--- src/hdl/msc_pkg.sv ---
`default_nettype none
// ----------------------------------------------------------------------------
// msc_pkg: shared types and constants of the multichannel spectrum combiner
// Widths, register and mode codes, sequencer states, and the quarter-wave
// sine table that feeds the bus B phase rotation.
// ----------------------------------------------------------------------------
package msc_pkg;

  localparam int FFT_LENGTH   = 1024;
  localparam int PHASE_BITS   = 10;
  localparam int MAX_CHANNELS = 4;

  localparam int SMP_W  = 16;
  localparam int BIN_W  = 10;
  localparam int CH_W   = 2;
  localparam int CNT_W  = 3;
  localparam int MODE_W = 2;
  localparam int CFG_W  = 16;
  localparam int SUM_W  = 18;
  localparam int POW_W  = 34;
  localparam int PROD_W = SUM_W + SMP_W;
  localparam int ACC_W  = PROD_W + 1;
  localparam int OUT_W  = 19;

  // root unit: two radicand bits per step
  localparam int ROOT_STEPS = POW_W / 2;
  localparam int ROOT_W     = ROOT_STEPS;
  localparam int REM_W      = ROOT_W + 2;
  localparam int RSH_W      = REM_W + 2;
  localparam int RCNT_W     = $clog2(ROOT_STEPS);

  // phase index = round(|offset*bin| * 2^PHASE_BITS / (256*FFT_LENGTH))
  localparam int IDX_SHIFT = $clog2(256 * FFT_LENGTH) - PHASE_BITS;
  localparam int QB        = PHASE_BITS - 2;
  localparam int QTAB_SIZE = 1 << QB;

  localparam logic [MODE_W-1:0] MODE_POWER = 2'd0;
  localparam logic [MODE_W-1:0] MODE_SPLIT = 2'd1;
  localparam logic [MODE_W-1:0] MODE_DELAY = 2'd2;

  typedef enum logic [CH_W-1:0] {
    REG_MODE   = 2'd0,
    REG_SPLIT  = 2'd1,
    REG_OFFSET = 2'd2,
    REG_COUNT  = 2'd3
  } cfg_reg_t;

  typedef enum logic [3:0] {
    ST_IDLE,
    ST_SQ_RE,
    ST_SQ_IM,
    ST_PHASE,
    ST_INDEX,
    ST_LOOKUP,
    ST_ROT0,
    ST_ROT1,
    ST_ROT2,
    ST_ROT3,
    ST_ROUND,
    ST_ROOT,
    ST_ROOT_FIX,
    ST_RESULT
  } state_t;

  localparam logic [63:0] COEF1 = 64'd1686629713;
  localparam logic [63:0] COEF3 = 64'd693598668;
  localparam logic [63:0] COEF5 = 64'd85569306;
  localparam logic [63:0] COEF7 = 64'd5026995;
  localparam logic [63:0] COEF9 = 64'd172272;

  typedef logic [QTAB_SIZE-1:0][SMP_W-1:0] qsin_tab_t;

  // sin(pi*t/2), t in Q30, odd series, Q15 rounded half up and saturated
  function automatic logic [SMP_W-1:0] quarter_sine(input logic [63:0] t);
    logic [63:0] t2;
    logic [63:0] p;
    t2 = (t * t) >> 30;
    p  = COEF7 - ((t2 * COEF9) >> 30);
    p  = COEF5 - ((t2 * p) >> 30);
    p  = COEF3 - ((t2 * p) >> 30);
    p  = COEF1 - ((t2 * p) >> 30);
    p  = (t * p) >> 30;
    p  = (p + 64'd16384) >> 15;
    if (p > 64'd32767) begin
      p = 64'd32767;
    end
    return p[SMP_W-1:0];
  endfunction

  function automatic qsin_tab_t build_qsin();
    qsin_tab_t tab;
    for (int j = 0; j < QTAB_SIZE; j++) begin
      tab[j] = quarter_sine(64'(j) << (30 - QB));
    end
    return tab;
  endfunction

  localparam qsin_tab_t        QSIN_TAB = build_qsin();
  localparam logic [SMP_W-1:0] QSIN_ONE = quarter_sine(64'd1 << 30);

endpackage
`default_nettype wire

--- src/hdl/multichannel_spectrum_combiner.sv ---
`default_nettype none
// ----------------------------------------------------------------------------
// multichannel_spectrum_combiner: per-bin combining of multichannel spectra
//
// Input words carry one channel's complex bin value plus bin and channel
// index; all channels of a bin arrive together, channel 0 first. A word is
// taken when in_valid is high and in_stall is low. Channels 0-1 add into bus
// A, channels 2-3 into bus B, and every word adds its power to a power sum.
// The word on the last channel (channel_count-1) closes the bin and yields
// one out word: root-sum-square power, complex sum A+B (split mode at or
// below split_bin), or A plus B rotated by the Q8.8 bus offset (delay mode).
// Words on channels at or above channel_count (clamped to 2..4) are dropped.
// Sequencing: in_stall is low only in the idle state. A non-closing word is
// accepted, then squared in two steps on the shared 18x16 multiplier. A
// closing word, after squaring, goes to the result state for the complex sum;
// delay mode adds phase, table, four rotation products and rounding (skipped
// at a zero phase index), and power runs the 17-step two-bit root and rounding.
// The out word sits in an output register; while out_stall is high it holds,
// and a further closing word waits in the result state until it drains.
// Configuration: cfg_ready is always high; write only while idle.
// Reset (rst_n low, synchronous) clears sums, out_valid, config (count to 4).
// ----------------------------------------------------------------------------
module multichannel_spectrum_combiner (
  input  wire logic                              clk,
  input  wire logic                              rst_n,
  input  wire logic                              in_valid,
  output logic                                   in_stall,
  input  wire logic signed [msc_pkg::SMP_W-1:0]  in_sample_re,
  input  wire logic signed [msc_pkg::SMP_W-1:0]  in_sample_im,
  input  wire logic        [msc_pkg::BIN_W-1:0]  in_bin_index,
  input  wire logic        [msc_pkg::CH_W-1:0]   in_channel_index,
  output logic                                   out_valid,
  input  wire logic                              out_stall,
  output logic signed      [msc_pkg::OUT_W-1:0]  out_re,
  output logic signed      [msc_pkg::OUT_W-1:0]  out_im,
  output logic             [msc_pkg::BIN_W-1:0]  out_bin,
  input  wire logic                              cfg_valid,
  output logic                                   cfg_ready,
  input  wire logic        [msc_pkg::CH_W-1:0]   cfg_index,
  input  wire logic        [msc_pkg::CFG_W-1:0]  cfg_data
);
  import msc_pkg::*;

  // configuration
  logic        [MODE_W-1:0] mode_r;
  logic        [BIN_W-1:0]  split_bin_r;
  logic signed [CFG_W-1:0]  offset_r;
  logic        [CNT_W-1:0]  count_r;

  // running sums
  logic signed [SUM_W-1:0] a_re_r, a_im_r, b_re_r, b_im_r;
  logic        [POW_W-1:0] power_r;

  // held sample and control
  state_t                   state_r, state_nxt;
  logic signed [SMP_W-1:0]  re_r, im_r;
  logic        [BIN_W-1:0]  bin_r;
  logic                     last_r;

  // shared multiplier and its accumulator
  logic signed [SUM_W-1:0]  mul_a;
  logic signed [SMP_W-1:0]  mul_b;
  logic signed [PROD_W-1:0] prod;
  logic signed [ACC_W-1:0]  acc_r;

  // phase and table
  logic        [PHASE_BITS-1:0] idx_r;
  logic signed [SMP_W-1:0]      cos_r, sin_r;

  // root unit
  logic [POW_W-1:0]  rad_r;
  logic [ROOT_W-1:0] root_r;
  logic [REM_W-1:0]  rem_r;
  logic [RCNT_W-1:0] rcnt_r;

  // pending result and output register
  logic signed [OUT_W-1:0] res_re_r, res_im_r;
  logic                    out_valid_r;
  logic signed [OUT_W-1:0] out_re_r, out_im_r;
  logic        [BIN_W-1:0] out_bin_r;

  // ---- channel count clamp and word qualification ----
  logic [CNT_W-1:0] n_eff;
  logic             ch_ok, ch_last, take;

  always_comb begin
    priority if (count_r < CNT_W'(2)) begin
      n_eff = CNT_W'(2);
    end else if (count_r > CNT_W'(MAX_CHANNELS)) begin
      n_eff = CNT_W'(MAX_CHANNELS);
    end else begin
      n_eff = count_r;
    end
  end

  assign ch_ok   = CNT_W'(in_channel_index) < n_eff;
  assign ch_last = CNT_W'(in_channel_index) == (n_eff - CNT_W'(1));
  assign take    = in_valid && !in_stall;

  assign prod = PROD_W'(mul_a) * PROD_W'(mul_b);

  // ---- phase index from the registered offset*bin product ----
  logic                  acc_neg;
  logic [ACC_W-1:0]      acc_mag;
  logic [ACC_W-1:0]      idx_rnd;
  logic [PHASE_BITS-1:0] idx_pos, idx_calc;

  always_comb begin
    acc_neg  = acc_r[ACC_W-1];
    acc_mag  = acc_neg ? ACC_W'(-acc_r) : ACC_W'(acc_r);
    idx_rnd  = (acc_mag + (ACC_W'(1) << (IDX_SHIFT - 1))) >> IDX_SHIFT;
    idx_pos  = idx_rnd[PHASE_BITS-1:0];
    idx_calc = acc_neg ? (PHASE_BITS'(0) - idx_pos) : idx_pos;
  end

  // ---- quarter-wave table, placed by quadrant ----
  logic [1:0]             quad;
  logic [QB-1:0]          frac;
  logic signed [SMP_W-1:0] st, ct, cos_nxt, sin_nxt;

  always_comb begin
    quad = idx_r[PHASE_BITS-1 -: 2];
    frac = idx_r[QB-1:0];
    st   = $signed(QSIN_TAB[frac]);
    ct   = (frac == '0) ? $signed(QSIN_ONE) : $signed(QSIN_TAB[QB'(0) - frac]);
    unique case (quad)
      2'd0: begin cos_nxt = ct;  sin_nxt = st;  end
      2'd1: begin cos_nxt = -st; sin_nxt = ct;  end
      2'd2: begin cos_nxt = -ct; sin_nxt = -st; end
      default: begin cos_nxt = st; sin_nxt = -ct; end
    endcase
  end

  // ---- root step: bring down two radicand bits, trial subtract ----
  logic [RSH_W-1:0] rem_sh, trial;
  logic             fits;

  always_comb begin
    rem_sh = {rem_r, rad_r[POW_W-1 -: 2]};
    trial  = {2'b00, root_r, 2'b01};
    fits   = rem_sh >= trial;
  end

  // Q15 round half away from zero, then add to the bus A term
  function automatic logic signed [OUT_W-1:0] rot_out(
    input logic signed [ACC_W-1:0] v,
    input logic signed [SUM_W-1:0] base
  );
    logic [ACC_W-1:0]          mag;
    logic [ACC_W-1:0]          rm;
    logic signed [ACC_W-1:0]   sr;
    logic signed [ACC_W-1:0]   tot;
    mag = v[ACC_W-1] ? ACC_W'(-v) : ACC_W'(v);
    rm  = (mag + (ACC_W'(1) << 14)) >> 15;
    sr  = v[ACC_W-1] ? -$signed(rm) : $signed(rm);
    tot = sr + ACC_W'(base);
    return tot[OUT_W-1:0];
  endfunction

  logic signed [OUT_W-1:0] sum_re, sum_im;
  assign sum_re = OUT_W'(a_re_r) + OUT_W'(b_re_r);
  assign sum_im = OUT_W'(a_im_r) + OUT_W'(b_im_r);

  logic out_free;
  assign out_free = !out_valid_r || !out_stall;

  // ---- next state ----
  always_comb begin
    state_nxt = state_r;
    unique case (state_r)
      ST_IDLE: begin
        if (take && ch_ok) begin
          state_nxt = ST_SQ_RE;
        end
      end
      ST_SQ_RE: state_nxt = ST_SQ_IM;
      ST_SQ_IM: begin
        priority if (!last_r) begin
          state_nxt = ST_IDLE;
        end else if (mode_r == MODE_DELAY) begin
          state_nxt = ST_PHASE;
        end else if (mode_r == MODE_SPLIT && bin_r <= split_bin_r) begin
          state_nxt = ST_RESULT;
        end else begin
          state_nxt = ST_ROOT;
        end
      end
      ST_PHASE:  state_nxt = ST_INDEX;
      ST_INDEX:  state_nxt = ST_LOOKUP;
      ST_LOOKUP: state_nxt = (idx_r == '0) ? ST_RESULT : ST_ROT0;
      ST_ROT0:   state_nxt = ST_ROT1;
      ST_ROT1:   state_nxt = ST_ROT2;
      ST_ROT2:   state_nxt = ST_ROT3;
      ST_ROT3:   state_nxt = ST_ROUND;
      ST_ROUND:  state_nxt = ST_RESULT;
      ST_ROOT: begin
        if (rcnt_r == '0) begin
          state_nxt = ST_ROOT_FIX;
        end
      end
      ST_ROOT_FIX: state_nxt = ST_RESULT;
      ST_RESULT: begin
        if (out_free) begin
          state_nxt = ST_IDLE;
        end
      end
      default: state_nxt = ST_IDLE;
    endcase
  end

  // ---- sequencer outputs: handshake and multiplier operands ----
  always_comb begin
    in_stall  = (state_r != ST_IDLE);
    cfg_ready = 1'b1;
    mul_a     = '0;
    mul_b     = '0;
    unique case (state_r)
      ST_SQ_RE: begin mul_a = SUM_W'(re_r); mul_b = re_r; end
      ST_SQ_IM: begin mul_a = SUM_W'(im_r); mul_b = im_r; end
      ST_PHASE: begin
        mul_a = $signed({{(SUM_W-BIN_W){1'b0}}, bin_r});
        mul_b = offset_r;
      end
      ST_ROT0: begin mul_a = b_re_r; mul_b = cos_r; end
      ST_ROT1: begin mul_a = b_im_r; mul_b = sin_r; end
      ST_ROT2: begin mul_a = b_re_r; mul_b = sin_r; end
      ST_ROT3: begin mul_a = b_im_r; mul_b = cos_r; end
      default: begin mul_a = '0; mul_b = '0; end
    endcase
  end

  // ---- control registers ----
  always_ff @(posedge clk) begin
    if (!rst_n) begin
      state_r     <= ST_IDLE;
      mode_r      <= MODE_POWER;
      split_bin_r <= '0;
      offset_r    <= '0;
      count_r     <= CNT_W'(MAX_CHANNELS);
      out_valid_r <= 1'b0;
    end else begin
      state_r <= state_nxt;
      if (cfg_valid && cfg_ready) begin
        unique case (cfg_index)
          REG_MODE:   mode_r      <= cfg_data[MODE_W-1:0];
          REG_SPLIT:  split_bin_r <= cfg_data[BIN_W-1:0];
          REG_OFFSET: offset_r    <= $signed(cfg_data);
          REG_COUNT:  count_r     <= cfg_data[CNT_W-1:0];
          default:    mode_r      <= mode_r;
        endcase
      end
      // drop the out word once taken, raise it when a result lands
      if (state_r == ST_RESULT && out_free) begin
        out_valid_r <= 1'b1;
      end else if (!out_stall) begin
        out_valid_r <= 1'b0;
      end
    end
  end

  // ---- sums: cleared by reset and after each closed bin ----
  always_ff @(posedge clk) begin
    if (!rst_n) begin
      a_re_r  <= '0;
      a_im_r  <= '0;
      b_re_r  <= '0;
      b_im_r  <= '0;
      power_r <= '0;
    end else if (state_r == ST_RESULT && out_free) begin
      a_re_r  <= '0;
      a_im_r  <= '0;
      b_re_r  <= '0;
      b_im_r  <= '0;
      power_r <= '0;
    end else if (state_r == ST_IDLE && take && ch_ok) begin
      if (!in_channel_index[CH_W-1]) begin
        a_re_r <= a_re_r + SUM_W'(in_sample_re);
        a_im_r <= a_im_r + SUM_W'(in_sample_im);
      end else begin
        b_re_r <= b_re_r + SUM_W'(in_sample_re);
        b_im_r <= b_im_r + SUM_W'(in_sample_im);
      end
    end else if (state_r == ST_SQ_RE || state_r == ST_SQ_IM) begin
      power_r <= power_r + POW_W'(prod);
    end
  end

  // ---- datapath registers ----
  always_ff @(posedge clk) begin
    if (state_r == ST_IDLE && take) begin
      re_r   <= in_sample_re;
      im_r   <= in_sample_im;
      bin_r  <= in_bin_index;
      last_r <= ch_last;
    end
    if (state_r == ST_SQ_IM) begin
      rad_r  <= power_r + POW_W'(prod);
      root_r <= '0;
      rem_r  <= '0;
      rcnt_r <= RCNT_W'(ROOT_STEPS - 1);
      res_re_r <= sum_re;
      res_im_r <= sum_im;
    end
    unique case (state_r)
      ST_PHASE:  acc_r <= ACC_W'(prod);
      ST_INDEX:  idx_r <= idx_calc;
      ST_LOOKUP: begin
        cos_r    <= cos_nxt;
        sin_r    <= sin_nxt;
        res_re_r <= sum_re;
        res_im_r <= sum_im;
      end
      ST_ROT0: acc_r <= ACC_W'(prod);
      ST_ROT1: acc_r <= acc_r - ACC_W'(prod);
      ST_ROT2: begin
        res_re_r <= rot_out(acc_r, a_re_r);
        acc_r    <= ACC_W'(prod);
      end
      ST_ROT3:  acc_r <= acc_r + ACC_W'(prod);
      ST_ROUND: res_im_r <= rot_out(acc_r, a_im_r);
      ST_ROOT: begin
        rad_r  <= rad_r << 2;
        rcnt_r <= rcnt_r - RCNT_W'(1);
        if (fits) begin
          rem_r  <= REM_W'(rem_sh - trial);
          root_r <= {root_r[ROOT_W-2:0], 1'b1};
        end else begin
          rem_r  <= REM_W'(rem_sh);
          root_r <= {root_r[ROOT_W-2:0], 1'b0};
        end
      end
      ST_ROOT_FIX: begin
        // round to nearest: step up when the remainder exceeds the root
        res_re_r <= OUT_W'(root_r) + OUT_W'(REM_W'(rem_r) > REM_W'(root_r));
        res_im_r <= '0;
      end
      default: acc_r <= acc_r;
    endcase
    if (state_r == ST_RESULT && out_free) begin
      out_re_r  <= res_re_r;
      out_im_r  <= res_im_r;
      out_bin_r <= bin_r;
    end
  end

  assign out_valid = out_valid_r;
  assign out_re    = out_re_r;
  assign out_im    = out_im_r;
  assign out_bin   = out_bin_r;

endmodule
`default_nettype wire
--- config.mk ---
export PLATFORM = sky130hd
export DESIGN_NAME = multichannel_spectrum_combiner
export DESIGN_NICKNAME = d
export VERILOG_FILES = /design/src/hdl/msc_pkg.sv /design/src/hdl/multichannel_spectrum_combiner.sv
export SDC_FILE = /design/constraint.sdc
export NUM_CORES = 2
export LEC_CHECK = 0
export ABC_AREA = 0
export BUFFER_PORTS_ARGS = -buffer_cell sky130_fd_sc_hd__buf_2
export CAP_MARGIN = 5
export CORE_ASPECT_RATIO = 0.7
export CORE_MARGIN = 2
export CORE_UTILIZATION = 30
export DETAILED_ROUTE_END_ITERATION = 10
export GPL_ROUTABILITY_DRIVEN = 0
export PLACE_DENSITY = 0.45
export SLEW_MARGIN = 20
export SYNTH_ARGS = -nofsm -noshare
export SYNTH_HDL_FRONTEND = slang
export SYNTH_SLANG_ARGS = --single-unit
--- constraint.sdc ---
create_clock -name clk -period 12.3 [get_ports clk]
set_input_delay 1.845 -clock clk [delete_from_list [all_inputs] [get_ports clk]]
set_output_delay 1.845 -clock clk [all_outputs]
set_load 0.01 [all_outputs]
==> reports/qor.txt <==
status: finished, final reports clean
drt drc: 0
Seq pwr share: 15.6%
clk buf depth: 3
worst skew pair latency: 680 ps
Core Area: 168000 um^2
Hold WC Path Type: flip-flop to flip-flop
pwr/cell area: 262 nW/um^2
Pleak: 22.3 nW
largest family of logic cells by synthesized area: compound AO/OA/AOI/OAI gates
multiplexer share of the synthesized area: 1.80%
crit-path leading delay family: adder cells
CP max stage cell: dfxtp_1
first-pass GRT wire length: 308000 um
power after layout: 14.6 mW
share of layout cells above drive strength 1: 8.55%
Peak supply drop: 0.236 mV
commonest cells after routing, fill and taps aside: nand2_1 (797), nor2_1 (568), inv_1 (476)
GR Layer Usage met2: 31.4%
P&R area growth vs syn: 9.63%
Synth Register Bits: 438
pin count of the biggest net entering global routing: 80
Synth Cell Area: 50800 um^2
crit end category: flip-flop
switching pwr: 7.69 mW
Yosys cell types: 127
count of input and output buffers: 116
antenna violations before repair: 23
Slew Viols, Final: 0
clock tree from TritonCTS: yes
Fin Setup TNS: 0 ps
Via Count: 48125
Worst Path Class, Setup: flip-flop to flip-flop
top post-synthesis cells by area: edfxtp_1 (16%), fa_1 (12%), ha_1 (8.5%)
root buf cell: clkbuf_16
busiest layer in global routing: met1
Yosys top cell by area: edfxtp_1
compound-gate portion of the synthesized area: 23.8%
MaxCap Viol Count: 0
Synth Area in Simple Gates: 18.7%
FMAX: 85.2 MHz
Least-Margin Pin Slew: 1140 ps
post-route minimum period: 11740 ps
Cells after Synth: 6239
Synth Flop Type: edfxtp_1
I/O Pins: 118
grt total ovfl: 0
total track usage: 23.5%
Hold Fails Final Rpt: 0
EDFF count, synth: 279
Worst slew margin: 24.3%
critical path required time: 12690 ps
detailed-route wire length per cell: 24.5 um
Layout fillers: 17784
commonest non-fill, non-tap cell in the layout: nand2_1
vias in the first global route: 44931
H-tree depth: 2
wirelength, routed: 208000 um
Die Wd: 496 um
crit-path max FO: 18
final setup fails: 0
CTS Buf Count: 53
post-synth top area share: 16.5%
Adder-Cell Fraction of Synth Area: 20.3%
Pint: 6.89 mW
syn nets: 6951
crit share post-route: 95.4%
ys async rst share: 0%
hpwl dp: 161000 um
Iteration-0 DRC Markers: 5647
logic gate share of total power: 72.9%
Final #Nets: 6878
Vias/cell: 5.69
switching power share of the total: 52.7%
RSZ-0062 raised after global routing: false
warnings from Yosys: 0
Clock power frac: 11.4%
Synth Area per Inst: 8.15 um^2
# Post-CTS Setup Buffers: 0
crit path DAT: 12130 ps
Synth Area in XOR/XNOR: 5.55%
Fin Clk Skew: 66.6 ps
post-route ant nets: 0
Worst setup SP type: flip-flop
TritonRoute pass-1 iters: 9
CTS sink count: 438
CP Buf/Inv Count: 7
die height: 348 um
slowest cell delay on critical path: 600 ps
row count: 126
initial core utilization: 30.2%
Die ar.: 173000 um^2
GR met3 Demand/Resource: 5.64%
grt met1 use: 36.6%
Reg clk slew, reported paths: 60 ps
sequential element share of the synthesized area: 22.7%
cell usage after synthesis, drive strengths merged (76+ instances only):
master  instances
nor3          145
a21oi         447
edfxtp        279
xnor2         205
o21ai         433
xor2          105
dfxtp         159
o211ai         76
fa            298
buf           143
a21o           84
nor2          583
a31oi          85
a211oi        104
nand3         130
inv           482
ha            347
clkbuf        247
nand2         802
cells by family after synthesis:
group           after synthesis
compound gates             1820
xor+xnor                    314
fa+ha+maj                   648
buf+inv                     876
flops                       438
mux                          69
other cells                   1
simple gates               2073
path summary, 6_finish.rpt:
| path | start | endpoint | slack, ps | depth (start not counted) |
|---|---|---|---|---|
| worst max-delay path | state_r[0] | acc_r[34] | 560 | 40 |
| worst min-delay path | res_im_r[13] | out_im[13] | 420 | 0 |
| worst max register to register | state_r[0] | acc_r[34] | 560 | 40 |
| worst min register to register | res_im_r[13] | out_im[13] | 420 | 0 |
cell type report:
| class | instances | area, um^2 | area share [%] |
|---|---|---|---|
| multi-input combinational | 4925 | 36000 | 64.6 |
| timing repair buffer | 262 | 1690 | 3.04 |
| antenna | 12 | 30.0 | 0.0539 |
| clock buffer | 56 | 1340 | 2.40 |
| clock inverter | 43 | 452 | 0.811 |
| tap | 2240 | 2800 | 5.03 |
| sequential | 438 | 11600 | 20.8 |
| inverter | 486 | 1830 | 3.28 |
registers in the layout, summed over array words and instances (netlist names), 19 cells and up:
register,count
out_re,19
acc_r,35
out_im,19
res_im_r,19
power_r,34
rem_r,19
rad_r,34
res_re_r,19
repair_timing:
action	4_1_cts	5_1_grt
resized for setup	0	6
hold buffers	0	0
endpoints found under the setup margin	0	2
per-stage QoR:
| step | setup WS [ps] | instances | hold slack [ps] | area, um^2 | utilization (%) |
|---|---|---|---|---|---|
| 5_1_grt | 27.3 | 8460 | 423 | 55700 | 33.1 |
| 6_report | 562 | 8462 | 418 | 55700 | 33.1 |
| 3_3_place_gp | 278 | 8350 | 402 | 53800 | 32.0 |
| 4_1_cts | 141 | 8449 | 418 | 55600 | 33.0 |
| 2_1_floorplan | 1380 | 6239 | 400 | 50800 | - |
| 3_5_place_dp | 241 | 8350 | 405 | 53800 | 32.0 |
per-layer routing:
layer  up-vias  wire length [um]
met2      2281             81100
met3       262             21300
met5         -                20
li1      22134                 -
met4         2              5580
met1     23446             99700
power by group through the flow:
stage	logic, mW	registers [mW]	clock network (mW)
floorplan	7.27	2.15	0
global placement	10.4	2.31	0
detailed placement	10.4	2.31	0
CTS	10.5	2.28	1.71
global route	11.7	2.30	1.76
finish	10.6	2.28	1.66
Power figures use the tool's default switching activity.
